**config.mk**
```make
export PLATFORM = sky130hd
export DESIGN_NAME = sorted_key_table_top
export DESIGN_NICKNAME = d
export VERILOG_FILES = /design/src/skt_pkg.sv /design/src/skt_cell.sv /design/src/sorted_key_table_top.sv
export SDC_FILE = /design/constraint.sdc
export NUM_CORES = 2
export LEC_CHECK = 0
export BUFFER_PORTS_ARGS = -buffer_cell sky130_fd_sc_hd__buf_2
export CAP_MARGIN = 30
export CORE_MARGIN = 5
export CORE_UTILIZATION = 50
export DETAILED_ROUTE_END_ITERATION = 10
export PLACE_DENSITY = 0.66
export SLEW_MARGIN = 10
export SYNTH_ARGS = -nofsm -noshare
export SYNTH_HDL_FRONTEND = slang
export SYNTH_HIERARCHICAL = 1
export SYNTH_SLANG_ARGS = --single-unit
```
**constraint.sdc**
```tcl
create_clock -name clk -period 6.6 [get_ports clk]
set_clock_uncertainty 0.05 [all_clocks]
set_input_delay 1.98 -clock clk [delete_from_list [all_inputs] [get_ports clk]]
set_output_delay 1.98 -clock clk [all_outputs]
set_load 0.02 [all_outputs]
```
**src/skt_pkg.sv**
```systemverilog
`default_nettype none

package skt_pkg;

  typedef enum logic [1:0] {
    CMD_INSERT = 2'd0,
    CMD_REMOVE = 2'd1,
    CMD_READ   = 2'd2
  } cmd_t;

  typedef enum logic [1:0] {
    ST_OK        = 2'd0,
    ST_FULL      = 2'd1,
    ST_NOT_FOUND = 2'd2,
    ST_RANGE     = 2'd3
  } status_t;

  // per-cycle operation broadcast to every cell
  typedef struct packed {
    logic ins;
    logic rem;
  } cell_ctl_t;

  localparam int unsigned KEY_PORT_W   = 32;
  localparam int unsigned POS_W        = 4;
  localparam int unsigned COUNT_PORT_W = 5;
  localparam int unsigned POS_SPAN     = 16;

endpackage

`default_nettype wire

```
**src/skt_cell.sv**
```systemverilog
`default_nettype none

module skt_cell #(
  parameter int unsigned KEY_WIDTH = 32
) (
  input  wire                   clk,
  input  skt_pkg::cell_ctl_t    ctl,
  input  wire  [KEY_WIDTH-1:0]  new_key,
  input  wire                   valid,
  input  wire                   left_lt,
  input  wire  [KEY_WIDTH-1:0]  left_key,
  input  wire  [KEY_WIDTH-1:0]  right_key,
  output logic [KEY_WIDTH-1:0]  key_q,
  output logic                  lt,
  output logic                  eq
);
  import skt_pkg::*;

  logic [KEY_WIDTH-1:0] key_r;
  logic [KEY_WIDTH-1:0] key_nxt;

  assign lt    = valid && (key_r < new_key);
  assign eq    = valid && (key_r == new_key);
  assign key_q = key_r;

  // cells below the insert/remove point hold; the rest shift one place
  always_comb begin
    key_nxt = key_r;
    if (ctl.ins && !lt) begin
      key_nxt = left_lt ? new_key : left_key;
    end else if (ctl.rem && !lt) begin
      key_nxt = right_key;
    end
  end

  always_ff @(posedge clk) begin
    key_r <= key_nxt;
  end

endmodule

`default_nettype wire

```
**src/sorted_key_table_top.sv**
```systemverilog
`default_nettype none

// Result: out_valid strobes in the cycle after the command transfer.
// Throughput: one command per cycle; busy stays low, every command completes
//   in a single pass through the compare/shift cell row.
// Reset (rst_n low, synchronous): table emptied, count zero, no result pending.
// The receiver cannot stall: out_valid is a one-cycle strobe.
module sorted_key_table_top #(
  parameter int unsigned DEPTH     = 16,
  parameter int unsigned KEY_WIDTH = 32
) (
  input  wire                              clk,
  input  wire                              rst_n,
  input  wire                              start,
  output logic                             busy,
  input  wire  [1:0]                       in_command,
  input  wire  [skt_pkg::KEY_PORT_W-1:0]   in_key,
  input  wire  [skt_pkg::POS_W-1:0]        in_position,
  output logic                             out_valid,
  output logic [skt_pkg::KEY_PORT_W-1:0]   out_read_key,
  output logic [1:0]                       out_status,
  output logic [skt_pkg::COUNT_PORT_W-1:0] out_entry_count
);
  import skt_pkg::*;

  localparam int unsigned CW  = $clog2(DEPTH + 1);
  localparam int unsigned RDN = (DEPTH < POS_SPAN) ? DEPTH : POS_SPAN;

  logic                 in_fire;
  logic [KEY_WIDTH-1:0] key_w;
  logic [KEY_WIDTH-1:0] cell_key [DEPTH];
  logic [DEPTH-1:0]     cell_lt;
  logic [DEPTH-1:0]     cell_eq;
  logic [DEPTH-1:0]     cell_valid;
  cell_ctl_t            ctl;
  logic                 full;
  logic                 found;

  logic [CW-1:0]               count_r;
  logic [CW-1:0]               count_nxt;
  logic                        out_valid_r;
  logic [KEY_PORT_W-1:0]       read_key_r;
  logic [KEY_PORT_W-1:0]       read_key_nxt;
  status_t                     status_r;
  status_t                     status_nxt;
  logic [COUNT_PORT_W-1:0]     entry_count_r;

  assign busy    = 1'b0;
  assign in_fire = start && !busy;
  assign key_w   = KEY_WIDTH'(in_key);
  assign full    = (count_r == CW'(DEPTH));
  assign found   = |cell_eq;

  always_comb begin
    for (int i = 0; i < DEPTH; i++) begin
      cell_valid[i] = (CW'(i) < count_r);
    end
  end

  always_comb begin
    ctl = '0;
    if (in_fire) begin
      unique case (cmd_t'(in_command))
        CMD_INSERT: ctl.ins = !full;
        CMD_REMOVE: ctl.rem = found;
        default:    ctl = '0;
      endcase
    end
  end

  for (genvar g = 0; g < DEPTH; g++) begin : g_cell
    logic                 left_lt;
    logic [KEY_WIDTH-1:0] left_key;
    logic [KEY_WIDTH-1:0] right_key;

    if (g == 0) begin : g_head
      assign left_lt  = 1'b1;
      assign left_key = key_w;
    end else begin : g_mid
      assign left_lt  = cell_lt[g-1];
      assign left_key = cell_key[g-1];
    end

    if (g == DEPTH - 1) begin : g_tail
      assign right_key = cell_key[g];
    end else begin : g_body
      assign right_key = cell_key[g+1];
    end

    skt_cell #(
      .KEY_WIDTH (KEY_WIDTH)
    ) u_cell (
      .clk       (clk),
      .ctl       (ctl),
      .new_key   (key_w),
      .valid     (cell_valid[g]),
      .left_lt   (left_lt),
      .left_key  (left_key),
      .right_key (right_key),
      .key_q     (cell_key[g]),
      .lt        (cell_lt[g]),
      .eq        (cell_eq[g])
    );
  end

  // result and count update
  always_comb begin
    count_nxt    = count_r;
    status_nxt   = ST_OK;
    read_key_nxt = '0;
    unique case (cmd_t'(in_command))
      CMD_INSERT: begin
        if (full) status_nxt = ST_FULL;
        else      count_nxt  = count_r + CW'(1);
      end
      CMD_REMOVE: begin
        if (found) count_nxt  = count_r - CW'(1);
        else       status_nxt = ST_NOT_FOUND;
      end
      CMD_READ: begin
        if (CW'(in_position) >= count_r || 32'(in_position) >= DEPTH) begin
          status_nxt = ST_RANGE;
        end else begin
          // position is 4 bits wide, so only the first cells are reachable
          for (int i = 0; i < RDN; i++) begin
            if (in_position == POS_W'(i)) read_key_nxt = KEY_PORT_W'(cell_key[i]);
          end
        end
      end
      default: begin
        status_nxt = ST_OK;
      end
    endcase
  end

  always_ff @(posedge clk) begin
    if (!rst_n) begin
      count_r     <= '0;
      out_valid_r <= 1'b0;
    end else begin
      out_valid_r <= in_fire;
      if (in_fire) count_r <= count_nxt;
    end
  end

  always_ff @(posedge clk) begin
    if (in_fire) begin
      read_key_r    <= read_key_nxt;
      status_r      <= status_nxt;
      entry_count_r <= COUNT_PORT_W'(count_nxt);
    end
  end

  assign out_valid       = out_valid_r;
  assign out_read_key    = read_key_r;
  assign out_status      = status_r;
  assign out_entry_count = entry_count_r;

  a_count_bound: assert property (@(posedge clk) disable iff (!rst_n)
    count_r <= CW'(DEPTH))
    else $error("held count exceeds table depth");

  a_strobe_follows_transfer: assert property (@(posedge clk) disable iff (!rst_n)
    out_valid |-> $past(in_fire))
    else $error("result strobe without a preceding command transfer");

  // stored keys ascending means the less-than flags form a prefix
  a_lt_prefix: assert property (@(posedge clk) disable iff (!rst_n)
    ((cell_lt >> 1) & ~cell_lt) == '0)
    else $error("cell row out of order");

  a_full_count: assert property (@(posedge clk) disable iff (!rst_n)
    (out_valid && out_status == ST_FULL) |-> (count_r == CW'(DEPTH)))
    else $error("full status with table not full");

endmodule

`default_nettype wire
```
==> reports/results.tsv <==
stage	metric	value	unit
clock_tree	cts-stage hold buffer count	0	
die	# IOs	82	
layout	most frequent cells in the layout	mux2_2 (588), edfxtp_1 (551), inv_1 (528), ha_1 (519), mux2_4 (480)	
routing	WL met1	66800	µm
routing	Top Metal Used	met4	
routing	Via-to-Cell Ratio	6.22	
worst_setup_path	Worst Path Required	6780	ps
layout	most common cell after layout, fill and taps aside	mux2_2	
timing	RSZ-0062 raised after global routing	no	
clock_tree	CTS resizes	0	
layout	Filler cells	8564	
place	pre-CTS WS	274	ps
power_and_ir_drop	total power draw	9660	µW
logic_synthesis	area of the mapped netlist	50600	µm²
grt	initial antenna violation count	3	
timing	final setup fails	0	
power_and_ir_drop	P_int	6970	µW
clock_tree	CTS tree	done	
power_and_ir_drop	PwrDens	178	nW/µm²
clock_tree	H-tree levels	3	
clock_tree	Clock transition at path regs	60	ps
timing	post-layout min period	5810	ps
routing	via count	36200	
power_and_ir_drop	part of the power in the clock network	39.3	%
place	RePlAce Congestion	0.888	
worst_hold_path	Hold Startpoint	g_cell[12].u_cell/key_q[10]	
logic_synthesis	Synth Area in Compound Gates	10.4	%
place	DP HPWL	114000	µm
timing	Max Clk Rate	172	MHz
die	CORE AREA	100000	µm²
outcome	status	complete, no violations	
die	Initial Util	50.5	%
timing	slew margin rel.	22.8	%
clock_tree	Setup Buffers After CTS	0	
power_and_ir_drop	sequential share of power	43.0	%
timing	Final WS setup	789	ps
clock_tree	Skew-Pair Late Insertion Delay	630	ps
routing	Pre-antenna DRT Iters	6	
routing	DRC	0	
die	Chip Height	328	µm
logic_synthesis	Synth Area in Adders	12.8	%
grt	gr usage total	26.6	%
worst_setup_path	CP endpoint kind	register	
clock_tree	worst-case clock buffer depth	3	
job	max-cap violation count	0	
die	FP Rows	116	
die	die area	108000	µm²
routing	met3 routed WL	9630	µm
logic_synthesis	XOR/XNOR share of the synthesized area	0.104	%
layout	area grow syn2layout	7.49	%
worst_setup_path	kind of critical path	in -> reg	
worst_setup_path	Worst setup SP type	input pin	
routing	metal2 WL	66900	µm
layout	Nets	4981	
routing	DRT Wirelength	149000	µm
grt	vias in the first global route	35900	
power_and_ir_drop	maximum VDD drop	0.176	mV
power_and_ir_drop	Leakage Power	0.0243	µW
logic_synthesis	number of enable flip-flop cells after synthesis	551	
timing	Slew Viols, Final	0	
worst_setup_path	Critical Path AT	5990	ps
power_and_ir_drop	Sw Share	27.8	%
clock_tree	clock sink total	557	
clock_tree	CTS root buf	clkbuf_16	
worst_setup_path	Reg-to-Reg Start	count_r[1]	
logic_synthesis	combinational family with the most area after synthesis	multiplexers	
grt	GRT overflow	0	
worst_hold_path	Hold Crit Class	reg -> reg	
timing	total negative slack	0	ps
logic_synthesis	Synth async-reset ratio	0	%
logic_synthesis	gate count of the mapped netlist	4370	
grt	largest net degree at the start of global routing	83	
timing	Hold Vio Cnt, Final	0	
die	Die X	328	µm
layout	utilization after layout	54.2	%
logic_synthesis	post-synthesis mux area share	29.0	%
timing	period utilisation layout	88.0	%
layout	Diodes inserted	0	
logic_synthesis	syn_nets	4930	
timing	WHS	595	ps
logic_synthesis	Distinct cells, synth	79	
logic_synthesis	Seq cells post-synth	557	
timing	Worst-Margin Slew	1150	ps
power_and_ir_drop	Comb power frac	17.7	%
routing	Routed wire per std cell	25.5	µm
logic_synthesis	Post-synth top flop	edfxtp_1	
place	quantity of I/O buffers inserted on ports	80	
layout	share of cells above drive strength 1	33.9	%
logic_synthesis	Yosys warning count	6	
logic_synthesis	register area share after synthesis	32.9	%
routing	Post-DRT Antenna Nets	0	
routing	DRC violation total after the first TritonRoute iteration	3510	
clock_tree	TritonCTS Buffers	71	
logic_synthesis	simple-gate share of the synthesized area	7.33	%
logic_synthesis	mean post-synth cell area	11.6	µm²
worst_setup_path	CP startpoint	in_key[25]	
power_and_ir_drop	NetSw	2690	µW
grt	global-route wire length before repair	223000	µm
worst_setup_path	crit path max fanout	33	
-- sequential cells by signal, indices dropped and copies added, names as in the netlist --
name                 cells
count_r                  5
g_cell.u_cell/key_q    512
out_entry_count          5
out_read_key            32
out_status               2
out_valid                1
-- per-stage QoR --
step / std cells / area, µm²
6_report: 5826 / 54400
5_1_grt: 5826 / 54400
4_1_cts: 5819 / 54200
3_5_place_dp: 5698 / 52100
3_3_place_gp: 5697 / 52000
2_1_floorplan: 4370 / 50600
-- power by group through the flow --
stage                     combinational, µW  sequential [µW]  clock, µW
after global placement                 1610             4220          0
after global routing                   1840             4160       4030
after detailed placement               1660             4220          0
after CTS                              1670             4150       3870
after floorplan                        1200             4170          0
final                                  1710             4150       3800
-- worst max-delay path, stage by stage --
cell	delay, ps
buf_2	620
inv_1	110
ha_1	330
nand4_1	160
nor4_1	550
and3_1	340
and4_1	250
nor4_1	60
clkbuf_2	170
nand4_1	130
and2_1	160
buf_4	220
nor2_1	90
nor2_4	800
-- final cells by class --
class,count,area [µm²],area share (%)
clock inverters,25,195,0.359
multi-input cells,3078,30500,56.1
inverters,530,1990,3.66
flip-flops and latches,557,16700,30.6
well taps,1357,1700,3.12
clock buffers,96,1980,3.63
repair buffers,183,1350,2.48
-- cells in the mapped netlist (10+ instances only) --
master | instances | area, µm²
and3_4 | 16 | 180
nor3_1 | 20 | 100
nand2b_1 | 26 | 163
o21ai_0 | 77 | 385
mux2i_1 | 34 | 340
nand4_1 | 67 | 419
buf_12 | 49 | 981
a22oi_1 | 31 | 233
a221oi_1 | 32 | 280
o22ai_1 | 57 | 357
a22oi_4 | 16 | 340
and4_1 | 32 | 280
o221ai_1 | 17 | 149
mux2_4 | 480 | 7210
mux2_2 | 588 | 6620
ha_1 | 519 | 6490
and2_1 | 10 | 62.6
a21oi_2 | 16 | 140
a221o_1 | 34 | 340
mux4_2 | 23 | 518
nand2_1 | 167 | 627
nor2_1 | 145 | 544
and2_2 | 16 | 120
o211ai_2 | 16 | 200
and3_1 | 19 | 119
nor4_1 | 45 | 282
a2bb2oi_1 | 14 | 123
or3_4 | 16 | 180
o21ai_1 | 20 | 100
buf_4 | 14 | 105
a211oi_1 | 36 | 270
nand3_1 | 53 | 265
inv_1 | 528 | 1980
a211o_1 | 15 | 131
a31oi_1 | 10 | 62.6
a21o_1 | 42 | 315
a21oi_1 | 234 | 1170
a21boi_0 | 16 | 120
o211ai_1 | 19 | 143
edfxtp_1 | 551 | 16500
nor2b_1 | 30 | 188
buf_2 | 35 | 175
clkbuf_1 | 95 | 357
-- kinds of logic after synthesis --
| kind of cell | Yosys count |
|---|---|
| multiplexers | 1125 |
| AO/OA/AOI/OAI | 742 |
| buffers and inverters | 735 |
| AND/OR/NAND/NOR | 684 |
| flip-flops | 557 |
| adder cells (fa/ha/maj) | 519 |
| XOR/XNOR | 6 |
| other | 2 |
-- final timing paths --
kind	cells after the start	slack (ps)	end
worst max register to register	12	1850	g_cell[7].u_cell/key_q[25]
worst min-delay path	1	600	g_cell[11].u_cell/key_q[10]
worst min register to register	1	600	g_cell[11].u_cell/key_q[10]
worst max-delay path	14	790	g_cell[7].u_cell/key_q[25]
-- layer usage --
metal	vias to the layer above	GRT usage (%)
met1	18100	37.7
li1	16500	-
met3	270	2.79
met2	1369	42.6
met4	0	9.27
met5	-	0
Note: power is estimated with default switching activity, not from simulation.
